--- src/hdl/bech32d_pkg.sv ---
// ----------------------------------------------------------------------------
// bech32d_pkg
// Shared types, constants and checksum helpers for the streaming bech32
// string decoder.
// ----------------------------------------------------------------------------
package bech32d_pkg;

  localparam int PREFIX_MAX_CHARS = 8;
  localparam int MAX_STRING_CHARS = 1024;

  // Character count saturates at MAX_STRING_CHARS + 1.
  localparam int CHAR_COUNT_W = $clog2(MAX_STRING_CHARS + 2);
  localparam int DELAY_DEPTH  = 6;
  localparam int DELAY_FILL_W = $clog2(DELAY_DEPTH + 1);
  localparam int PLEN_W       = $clog2(PREFIX_MAX_CHARS + 1);
  localparam int SEED_STEP_W  = $clog2(2 * PREFIX_MAX_CHARS + 2);
  localparam int BYTE_COUNT_W = 13;
  localparam int CFG_DATA_W   = 64;
  localparam int CFG_INDEX_W  = 2;

  localparam logic [CFG_INDEX_W-1:0] CFG_PREFIX_CHARS  = 2'd0;
  localparam logic [CFG_INDEX_W-1:0] CFG_PREFIX_LENGTH = 2'd1;
  localparam logic [CFG_INDEX_W-1:0] CFG_MAX_OUT_BYTES = 2'd2;

  localparam logic [7:0] SEPARATOR_CHAR = 8'h31;  // '1'

  localparam logic [29:0] GEN_POLY [5] = '{
    30'h3b6a57b2, 30'h26508e6d, 30'h1ea119fa, 30'h3d4233dd, 30'h2a1462b3
  };

  localparam logic [7:0] ALPHABET [32] = '{
    "q", "p", "z", "r", "y", "9", "x", "8",
    "g", "f", "2", "t", "v", "d", "w", "0",
    "s", "3", "j", "n", "5", "4", "k", "h",
    "c", "e", "6", "m", "u", "a", "7", "l"
  };

  typedef struct packed {
    logic [7:0] in_char;
    logic       end_of_string;
  } src_item_t;

  typedef struct packed {
    logic [7:0] out_byte;
    logic       byte_valid;
    logic       string_done;
    logic       failed;
  } dst_item_t;

  typedef struct packed {
    logic       hit;
    logic [4:0] value;
  } symbol_t;

  // One BCH polymod step: shift in a 5-bit symbol, fold the top bits back.
  function automatic logic [29:0] poly_step(input logic [29:0] acc, input logic [4:0] v);
    logic [4:0]  top;
    logic [29:0] r;
    top = acc[29:25];
    r   = {acc[24:0], v};
    for (int j = 0; j < 5; j++) begin
      if (top[j]) begin
        r = r ^ GEN_POLY[j];
      end
    end
    return r;
  endfunction

  // Map an ASCII character to its 5-bit alphabet value.
  function automatic symbol_t symbol_lookup(input logic [7:0] c);
    symbol_t s;
    s = '0;
    for (int i = 0; i < 32; i++) begin
      if (ALPHABET[i] == c) begin
        s.hit   = 1'b1;
        s.value = 5'(i);
      end
    end
    return s;
  endfunction

endpackage

--- src/hdl/bech32_string_decoder_core.sv ---
// ----------------------------------------------------------------------------
// bech32_string_decoder_core
// Streaming bech32 decoder: one character in, one result out per transfer.
// ----------------------------------------------------------------------------
//
// Usage:
//   src channel: one ASCII character per transfer (src_data.in_char), with
//   end_of_string set on the last one. A transfer completes when src_valid
//   is high and src_stall is low.
//   dst channel: exactly one result per accepted character, in order. It
//   carries a decoded byte when byte_valid is set; the result of the last
//   character has string_done set and failed telling good from bad.
//   cfg port: write cfg_data to register cfg_index when cfg_write is high.
//   Write only while no string is in flight.
// Throughput: one character per cycle while src_stall is low; each result
//   is registered into the output queue on its transfer and reaches dst once
//   earlier results are taken. The two-entry queue holds results that dst has
//   not taken yet; a stall on dst reaches src_stall once both entries are full.
// Reset and configuration: after reset and after any write to a known
//   register, the prefix seed sequencer takes one polymod step per cycle
//   through high parts, a zero and low parts, with src_stall high meanwhile.
// Receiver stall: results queue in the two entries; src_stall rises only
//   when both hold results not yet transferred.
// ----------------------------------------------------------------------------
module bech32_string_decoder_core
  import bech32d_pkg::*;
(
  input  logic                   clk,
  input  logic                   rst,
  input  logic                   src_valid,
  output logic                   src_stall,
  input  src_item_t              src_data,
  output logic                   dst_valid,
  input  logic                   dst_stall,
  output dst_item_t              dst_data,
  input  logic                   cfg_write,
  input  logic [CFG_INDEX_W-1:0] cfg_index,
  input  logic [CFG_DATA_W-1:0]  cfg_data
);

  // Configuration registers
  logic [63:0]             prefix_chars;
  logic [3:0]              prefix_length;
  logic [BYTE_COUNT_W-1:0] max_out_bytes;

  // Seed sequencer
  logic                   seed_busy;
  logic [SEED_STEP_W-1:0] seed_step;
  logic [29:0]            prefix_seed;

  // String state
  logic [29:0]             checksum_acc;
  logic [CHAR_COUNT_W-1:0] char_count;
  logic [4:0]              symbol_delay [DELAY_DEPTH];
  logic [DELAY_FILL_W-1:0] delay_fill;
  logic [11:0]             bit_acc;
  logic [3:0]              bit_count;
  logic [BYTE_COUNT_W-1:0] byte_count;
  logic                    error_flag;

  // Output queue
  dst_item_t  out_slot [2];
  logic       wr_ptr;
  logic       rd_ptr;
  logic [1:0] out_count;

  logic [PLEN_W-1:0] plen;
  logic              accept;
  logic              pop;

  // Clamp prefix length to the supported maximum.
  assign plen = (prefix_length > 4'(PREFIX_MAX_CHARS)) ? PLEN_W'(PREFIX_MAX_CHARS)
                                                       : PLEN_W'(prefix_length);

  assign src_stall = seed_busy || (out_count == 2'd2);
  assign accept    = src_valid && !src_stall;
  assign dst_valid = (out_count != 2'd0);
  assign pop       = dst_valid && !dst_stall;
  assign dst_data  = out_slot[rd_ptr];

  // --------------------------------------------------------------------------
  // Configuration writes; any write to a known register restarts the seed.
  // --------------------------------------------------------------------------
  logic cfg_hit;

  always_comb begin
    cfg_hit = 1'b0;
    if (cfg_write) begin
      unique case (cfg_index)
        CFG_PREFIX_CHARS, CFG_PREFIX_LENGTH, CFG_MAX_OUT_BYTES: cfg_hit = 1'b1;
        default: cfg_hit = 1'b0;
      endcase
    end
  end

  always_ff @(posedge clk) begin
    if (rst) begin
      prefix_chars  <= '0;
      prefix_length <= 4'd1;
      max_out_bytes <= BYTE_COUNT_W'(4096);
    end else if (cfg_write) begin
      unique case (cfg_index)
        CFG_PREFIX_CHARS:  prefix_chars  <= cfg_data;
        CFG_PREFIX_LENGTH: prefix_length <= cfg_data[3:0];
        CFG_MAX_OUT_BYTES: max_out_bytes <= cfg_data[BYTE_COUNT_W-1:0];
        default: ;
      endcase
    end
  end

  // --------------------------------------------------------------------------
  // Seed sequencer: high parts of the prefix, a zero, then the low parts.
  // --------------------------------------------------------------------------
  logic [SEED_STEP_W-1:0] seed_plen;
  logic [SEED_STEP_W-1:0] seed_low_idx;
  logic [2:0]             seed_byte_idx;
  logic [7:0]             seed_byte;
  logic [4:0]             seed_sym;

  always_comb begin
    seed_plen     = SEED_STEP_W'(plen);
    seed_low_idx  = seed_step - seed_plen - SEED_STEP_W'(1);
    seed_byte_idx = (seed_step < seed_plen) ? seed_step[2:0] : seed_low_idx[2:0];
    seed_byte     = prefix_chars[8*seed_byte_idx +: 8];
    if (seed_step < seed_plen) begin
      seed_sym = {2'b00, seed_byte[7:5]};
    end else if (seed_step == seed_plen) begin
      seed_sym = 5'd0;
    end else begin
      seed_sym = seed_byte[4:0];
    end
  end

  always_ff @(posedge clk) begin
    if (rst || cfg_hit) begin
      seed_busy   <= 1'b1;
      seed_step   <= '0;
      prefix_seed <= 30'd1;
    end else if (seed_busy) begin
      prefix_seed <= poly_step(prefix_seed, seed_sym);
      seed_step   <= seed_step + SEED_STEP_W'(1);
      if (seed_step == (seed_plen << 1)) begin
        seed_busy <= 1'b0;
      end
    end
  end

  // --------------------------------------------------------------------------
  // Per-character decode step
  // --------------------------------------------------------------------------
  logic [CHAR_COUNT_W-1:0] char_count_next;
  logic [29:0]             checksum_acc_next;
  logic [4:0]              symbol_delay_next [DELAY_DEPTH];
  logic [DELAY_FILL_W-1:0] delay_fill_next;
  logic [11:0]             bit_acc_next;
  logic [3:0]              bit_count_next;
  logic [BYTE_COUNT_W-1:0] byte_count_next;
  logic                    error_flag_next;
  dst_item_t               result;
  symbol_t                 sym;
  logic [CHAR_COUNT_W-1:0] plen_wide;
  logic [4:0]              released;
  logic [3:0]              bit_count_sum;
  logic [7:0]              pad_mask;

  always_comb begin
    char_count_next   = char_count;
    checksum_acc_next = checksum_acc;
    symbol_delay_next = symbol_delay;
    delay_fill_next   = delay_fill;
    bit_acc_next      = bit_acc;
    bit_count_next    = bit_count;
    byte_count_next   = byte_count;
    error_flag_next   = error_flag;
    result            = '0;
    sym               = symbol_lookup(src_data.in_char);
    plen_wide         = CHAR_COUNT_W'(plen);
    released          = symbol_delay[0];
    bit_count_sum     = bit_count + 4'd5;
    pad_mask          = '0;

    if (char_count < CHAR_COUNT_W'(MAX_STRING_CHARS + 1)) begin
      char_count_next = char_count + CHAR_COUNT_W'(1);
    end

    if (char_count < plen_wide) begin
      // Prefix character: exact match against the configured byte.
      if (src_data.in_char != prefix_chars[8*char_count[2:0] +: 8]) begin
        error_flag_next = 1'b1;
      end
    end else if (char_count == plen_wide) begin
      if (src_data.in_char != SEPARATOR_CHAR) begin
        error_flag_next = 1'b1;
      end
      checksum_acc_next = prefix_seed;
    end else if (char_count < CHAR_COUNT_W'(MAX_STRING_CHARS)) begin
      if (!sym.hit) begin
        error_flag_next = 1'b1;
      end else begin
        checksum_acc_next = poly_step(checksum_acc, sym.value);
        if (delay_fill < DELAY_FILL_W'(DELAY_DEPTH)) begin
          // Fill the checksum holdback first.
          symbol_delay_next[delay_fill] = sym.value;
          delay_fill_next = delay_fill + DELAY_FILL_W'(1);
        end else begin
          // Release the oldest symbol and regroup 5-bit to 8-bit.
          for (int k = 0; k < DELAY_DEPTH - 1; k++) begin
            symbol_delay_next[k] = symbol_delay[k+1];
          end
          symbol_delay_next[DELAY_DEPTH-1] = sym.value;
          bit_acc_next   = {bit_acc[6:0], released};
          bit_count_next = bit_count_sum;
          if (bit_count_sum >= 4'd8) begin
            bit_count_next = bit_count_sum - 4'd8;
            if (byte_count >= max_out_bytes) begin
              error_flag_next = 1'b1;
            end else begin
              result.out_byte   = 8'(bit_acc_next >> bit_count_next);
              result.byte_valid = 1'b1;
              byte_count_next   = byte_count + BYTE_COUNT_W'(1);
            end
          end
        end
      end
    end

    if (src_data.end_of_string) begin
      pad_mask           = 8'((9'd1 << bit_count_next) - 9'd1);
      result.string_done = 1'b1;
      result.failed      = error_flag_next
                        || (char_count_next < plen_wide + CHAR_COUNT_W'(8))
                        || (char_count_next > CHAR_COUNT_W'(MAX_STRING_CHARS))
                        || (checksum_acc_next != 30'd1)
                        || (bit_count_next >= 4'd5)
                        || ((bit_acc_next[7:0] & pad_mask) != 8'd0)
                        || (byte_count_next == '0);
      // Return to the start-of-string state.
      char_count_next   = '0;
      checksum_acc_next = 30'd1;
      for (int k = 0; k < DELAY_DEPTH; k++) begin
        symbol_delay_next[k] = '0;
      end
      delay_fill_next = '0;
      bit_acc_next    = '0;
      bit_count_next  = '0;
      byte_count_next = '0;
      error_flag_next = 1'b0;
    end
  end

  always_ff @(posedge clk) begin
    if (rst) begin
      char_count   <= '0;
      checksum_acc <= 30'd1;
      for (int k = 0; k < DELAY_DEPTH; k++) begin
        symbol_delay[k] <= '0;
      end
      delay_fill <= '0;
      bit_acc    <= '0;
      bit_count  <= '0;
      byte_count <= '0;
      error_flag <= 1'b0;
    end else if (accept) begin
      char_count   <= char_count_next;
      checksum_acc <= checksum_acc_next;
      symbol_delay <= symbol_delay_next;
      delay_fill   <= delay_fill_next;
      bit_acc      <= bit_acc_next;
      bit_count    <= bit_count_next;
      byte_count   <= byte_count_next;
      error_flag   <= error_flag_next;
    end
  end

  // --------------------------------------------------------------------------
  // Two-entry result queue: push on accept, drop on dst transfer.
  // --------------------------------------------------------------------------
  always_ff @(posedge clk) begin
    if (accept) begin
      out_slot[wr_ptr] <= result;
    end
  end

  always_ff @(posedge clk) begin
    if (rst) begin
      wr_ptr    <= 1'b0;
      rd_ptr    <= 1'b0;
      out_count <= 2'd0;
    end else begin
      if (accept) begin
        wr_ptr <= ~wr_ptr;
      end
      if (pop) begin
        rd_ptr <= ~rd_ptr;
      end
      case ({accept, pop})
        2'b10:   out_count <= out_count + 2'd1;
        2'b01:   out_count <= out_count - 2'd1;
        default: out_count <= out_count;
      endcase
    end
  end

  // --------------------------------------------------------------------------
  // Assertions
  // --------------------------------------------------------------------------
  a_queue_bound : assert property (@(posedge clk) disable iff (rst)
    (out_count <= 2'd2) && ((out_count == 2'd1) == (wr_ptr != rd_ptr)))
    else $error("result queue count and pointers disagree");

  a_seed_blocks_input : assert property (@(posedge clk) disable iff (rst)
    seed_busy |-> !accept)
    else $error("character taken while prefix seed is being computed");

  a_end_clears : assert property (@(posedge clk) disable iff (rst)
    (accept && src_data.end_of_string) |=>
      (char_count == '0 && !error_flag && delay_fill == '0 && byte_count == '0))
    else $error("string state not cleared after last character");

  a_regroup_bounds : assert property (@(posedge clk) disable iff (rst)
    (bit_count <= 4'd7) && (delay_fill <= DELAY_FILL_W'(DELAY_DEPTH)))
    else $error("bit regroup or holdback fill out of range");

  a_byte_needs_fill : assert property (@(posedge clk) disable iff (rst)
    (accept && result.byte_valid) |-> (delay_fill == DELAY_FILL_W'(DELAY_DEPTH)))
    else $error("byte emitted before checksum holdback filled");

endmodule

--- config.mk ---
export PLATFORM = sky130hd
export DESIGN_NAME = bech32_string_decoder_core
export DESIGN_NICKNAME = d
export VERILOG_FILES = /design/src/hdl/bech32d_pkg.sv /design/src/hdl/bech32_string_decoder_core.sv
export SDC_FILE = /design/constraint.sdc
export NUM_CORES = 1
export LEC_CHECK = 0
export BUFFER_PORTS_ARGS = -buffer_cell sky130_fd_sc_hd__clkbuf_2
export CORE_MARGIN = 2
export CORE_UTILIZATION = 45
export CTS_CLUSTER_SIZE = 40
export DETAILED_ROUTE_END_ITERATION = 8
export PLACE_DENSITY = 0.72
export SYNTH_ARGS = -nofsm -noshare
export SYNTH_HDL_FRONTEND = slang
export SYNTH_SLANG_ARGS = --single-unit
--- constraint.sdc ---
create_clock -name clk -period 5 [get_ports clk]
set_clock_uncertainty 0.1 [all_clocks]
set_input_delay 0.25 -clock clk [delete_from_list [all_inputs] [get_ports clk]]
set_output_delay 0.25 -clock clk [all_outputs]
set_load 0.005 [all_outputs]
# Word level (Yosys, flattened, before mapping)
# Memory sizes are Yosys's and may differ from the RTL's. A register that Yosys moved wholly into a read port is not among the register bits.
# Cells that the tools add are included.
dict set report word_totals {
  ff_bits 221
  ramBits 22
  input_bits 80
  out_inout_bits 13
  memories 1
}
# name depth width rd rd_clocked_by_memory_dff wr line_no
set memory_table {}
lappend memory_table {out_slot 2 11 1 1 1 bech32_string_decoder_core.sv:62} ;# dst_item_t out_slot [2];
dict set report classes {
  add_sub_neg 12
  order_cmp 13
  n_eq_ne 45
  n_shift 4
  muxes 140
  n_bitwise 14
  n_reduce_logical 27
}
# op n
set ops {}
lappend ops {{two-way mux 30 bit} 43}
lappend ops {{two-way mux 6 bit} 32}
lappend ops {{equality test 7 x 8 -> 1 bit, first input constant} 23}
lappend ops {{indexed part select 64 x 7 -> 8 bit} 2}
lappend ops {{two-way mux 13 bit} 8}
lappend ops {{equality test 6 x 8 -> 1 bit, first input constant} 9}
lappend ops {{two-way mux 9 bit} 7}
lappend ops {{two-way mux 29 bit} 2}
lappend ops {{two-way mux 8 bit} 6}
lappend ops {{inverter 18 bit} 2}
lappend ops {{inverter 17 bit} 2}
lappend ops {{two-way mux 4 bit} 8}
lappend ops {{inverter 16 bit} 2}
lappend ops {{bitwise mux 30 bit} 1}
lappend ops {{inequality test 30 x 1 -> 1 bit, second input constant} 1}
lappend ops {{inverter 14 bit} 2}
lappend ops {{inverter 13 bit} 2}
lappend ops {{< comparator 11 bit, second input constant} 2}
lappend ops {{two-way mux 11 bit} 2}
lappend ops {{two-way mux 3 bit} 7}
lappend ops {{two-way mux 1 bit} 18}
lappend ops {{demux 5 bit (select 3 bit)} 1}
lappend ops {{two-way mux 5 bit} 3}
lappend ops {{adder 13 x 1 -> 13 bit, second input constant} 1}
lappend ops {{other kinds (47)} 69}

# Depth between registers and ports, before layout
dict set report logic_depth {
  word_depth 69
  depth_mapped 19
}

# Worst setup path after synthesis
# Ideal clock, no wire load.
dict set report synth_path {
  kind {register -> register}
  from {register prefix_length[3]}
  to {memory out_slot[0][0] (netlist name), data pin}
  arrival_ns 3.505
  required_ns 4.616
  path_slack_ns 1.110
  path_stages_with_launch 19
  path_cell_list {dfxtp_1 > inv_1 > nand2_1 > ha_1 > nor2b_1 > o211ai_1 > a21boi_0 > o211ai_1 > a21o_1 > buf_1 > a21oi_1 > o22ai_1 > ha_1 > inv_1 > a311oi_1 > xor2_1 > o2111ai_1 > nor4_1 > a41oi_1}
}
# element line_no
set synth_rtl {}
lappend synth_rtl {{from (decl)} bech32_string_decoder_core.sv:43} ;# logic [3:0] prefix_length;
lappend synth_rtl {{from (signal assigned)} bech32_string_decoder_core.sv:104} ;# CFG_PREFIX_LENGTH: prefix_length <= cfg_data[3:0];
lappend synth_rtl {{to (decl)} bech32_string_decoder_core.sv:62}

==> run_results.csv <==
group,metric,value,unit
die,die_w,183.6,um
pwr,clkPwrFrac,0.403,
timing,setup_viol,0,
synth,synth_cell_types,81,
die,coreArea,31640,um2
synth,netlist_area,14520,um2
critical_path,required,5.15,ns
route,wire_per_inst,18.22,um
route,drc,0,
die,initial_core_util,0.4589,
timing,fin_crit,4.592,ns
timing,tns,0,ns
grt,met3_usage,0.03685,
pwr,power.leakage,0.006277,uW
grt,first_global_vias,12770,
placement,io_buffers,92,
synth,synth_edf_count,22,
clock_tree,cts.repair.resized,0,
placement,gp_congestion,0.9306,
critical_path,cp-end-kind,"flop",
synth,yosysWarnings,0,
grt,use_met2,0.4035,
synth,syn_area_per_cell,8.143,um2
hold_path,hold_path_depth,3,
clock_tree,cts_root_buf,"clkbuf_16",
timing,slew_headroom,0.1687,
synth,synth_nets,1898,
clock_tree,path_clk_slew,0.06,ns
pwr,comb_power_share,0.200,
pwr,p_per_area,340.9,nW/um2
clock_tree,cts_setup_buffers,0,
timing,worst_pin_slew,1.244,ns
pwr,pwr-share-seq,0.397,
die,fp-row-count,65,
clock_tree,clkSinkCount,244,
grt,use_met1,0.3220,
timing,min_period_over_period,0.9185,
grt,grt_pass1_wl,67500,um
synth,synthFlopType,"dfxtp_1",
synth,yosysSeqAreaShare,0.3516,
critical_path,startpoint_type,"flop",
timing,hold_viol_final,0,
route,final_antenna_net_count,0,
grt,top_usage_layer,"met2",
pwr,p_int,4079,uW
flow_run,drv_cap,0,
finish,drive_gt1_frac,0.1150,
critical_path,crit_type,"reg -> reg",
clock_tree,htree_num_levels,1,
pwr,p_sw,1643,uW
route,drtIter0Drc,1274,
finish,nets,1972,
grt,grt_util_all_layers,0.2452,
placement,dpl.hpwl,28270,um
finish,num_antenna_cells,0,
route,vias,13460,
die,die-area,33720,um2
synth,synth-seq-cells,244,
timing,maxSlewViolCount,0,
pwr,sw_frac_of_total,0.2871,
die,num_io_pins,93,
clock_tree,hold_buffers,65,
route,viasPerCell,5.899,
critical_path,crit_fanout,14,
route,first_pass_iters,7,
grt,grt_overflow,0,
finish,area_growth,15.62,%
grt,grt_max_degree,119,
grt,grt_antenna_before_repair,0,
timing,rsz0062_at_grt,"no",
synth,syn_inst,1783,
synth,async_flop_share,0,
pwr,peakVddDrop,0.0002710,V
clock_tree,cts_tree,"built",
critical_path,reg2reg_depth,14,
clock_tree,cts.path.max_buffers,3,
clock_tree,numCtsBuffers,28,
die,die_h,183.6,um
pwr,power,5722,uW
hold_path,hold_class,"in -> reg",
critical_path,critPathArrivalTime,4.74,ns
clock_tree,clk_latency,0.56,ns
route,wirelength,41550,um
run_status,outcome,"complete, no violations",
timing,fmax,0.2178,GHz
## metal layers
layer	wire length, um	vias up
met5	0	-
met4	1875	0
met3	2621	98
met2	19060	478
met1	17990	6371
li1	-	6508
## cell type report
class	instances	area, um2
inverter	41	153.9
fill	2837	14850
tap	402	503.0
timing repair buffer	176	1260
clock buffer	37	775.7
clock inverter	15	270.3
multi-input combinational	1366	8717
sequential	244	5106
## worst paths after layout
kind / start / end / slack, ns
setup / recovery: prefix_length[3] / out_slot[1][0] / 0.41
hold / removal: cfg_write / seed_busy / 0.04
setup reg to reg: prefix_length[3] / out_slot[1][0] / 0.41
hold reg to reg: max_out_bytes[10] / max_out_bytes[10] / 0.36
## worst max-delay path, stage by stage, from the launching register on
cell	delay, ns
dfxtp_1	0.36
inv_1	0.18
nand2_1	0.17
ha_1	0.32
nor2b_1	0.13
o211ai_1	0.26
a21boi_0	0.18
o21ai_0	0.59
a21oi_1	0.14
buf_4	0.24
a221oi_1	0.38
nand4_1	0.14
or4_1	0.55
nor4_1	0.30
a41oi_1	0.23
## logic make-up after synthesis
kind of cell,Yosys count,share of synthesized area
AOI/OAI and AO/OA,433,0.1931
xor gates and xnor gates,133,0.08023
adders and majority gates,35,0.03068
buffers and inverters,173,0.04903
DFF,244,0.3516
muxes,103,0.08721
and+or+nand+nor,662,0.2081
## sequential cells by signal, summed over array words and instances (netlist names), 2 cells and up, named ones only
register       flops
byte_count        13
out_slot          22
prefix_chars      64
max_out_bytes     13
bit_acc            8
checksum_acc      30
char_count        11
out_count          2
bit_count          4
seed_step          5
prefix_seed       30
delay_fill         3
released           5
prefix_length      4
symbol_delay      25
## power groups by stage
stage	clock, uW	sequential (uW)	combinational (uW)
6_report	2310	2270	1140
3_3_place_gp	0	2300	1070
5_1_grt	2410	2280	1260
2_1_floorplan	0	2180	944
3_5_place_dp	0	2310	1090
4_1_cts	2330	2270	1140
## synthesized netlist by cell type (14+ instances only)
library cell,count,area share
clkbuf_1,90,0.023
and2_1,16,0.0069
buf_1,20,0.0052
mux2i_1,68,0.047
mux4_2,17,0.026
a21oi_1,163,0.056
nor3_1,26,0.0090
xnor2_1,83,0.050
nand4_1,17,0.0073
a31oi_1,27,0.012
nand2_1,260,0.067
dfxtp_1,222,0.31
o21ai_0,57,0.020
ha_1,34,0.029
nor2_1,180,0.047
inv_1,39,0.010
a22oi_1,52,0.027
buf_2,14,0.0048
nor4_1,17,0.0073
xor2_1,50,0.030
mux2_2,18,0.014
nand3_1,57,0.020
a211oi_1,30,0.016
edfxtp_1,22,0.046
## cells in the final DEF, fill, tap and decap left out, types with 27 or more instances in the layout
cell,synthesis,routed
nand2_1,260,260
dfxtp_1,222,221
nor2_1,180,179
a21oi_1,163,162
clkbuf_2,0,91
xnor2_1,83,83
mux2i_1,68,67
dlygate4sd3_1,0,65
nand3_1,57,57
o21ai_0,57,57
a22oi_1,52,52
xor2_1,50,50
inv_1,39,39
ha_1,34,34
a211oi_1,30,30
clkbuf_16,0,29
a31oi_1,27,27
## stage by stage
stage / std cells / area (um2) / worst slack (ns) / hold WS [ns] / util
floorplan: 1783 / 14520 / 1.110 / 0.2489 / -
global placement: 2164 / 15090 / 0.6451 / 0.3458 / 0.4770
CTS: 2281 / 16790 / 0.4740 / 0.02540 / 0.5306
finish: 2281 / 16790 / 0.4076 / 0.04045 / 0.5306
detailed placement: 2164 / 15090 / 0.5217 / 0.3493 / 0.4770
global route: 2281 / 16790 / 0.09792 / 0.09469 / 0.5306
No activity file was read; power rests on OpenSTA's default activity.
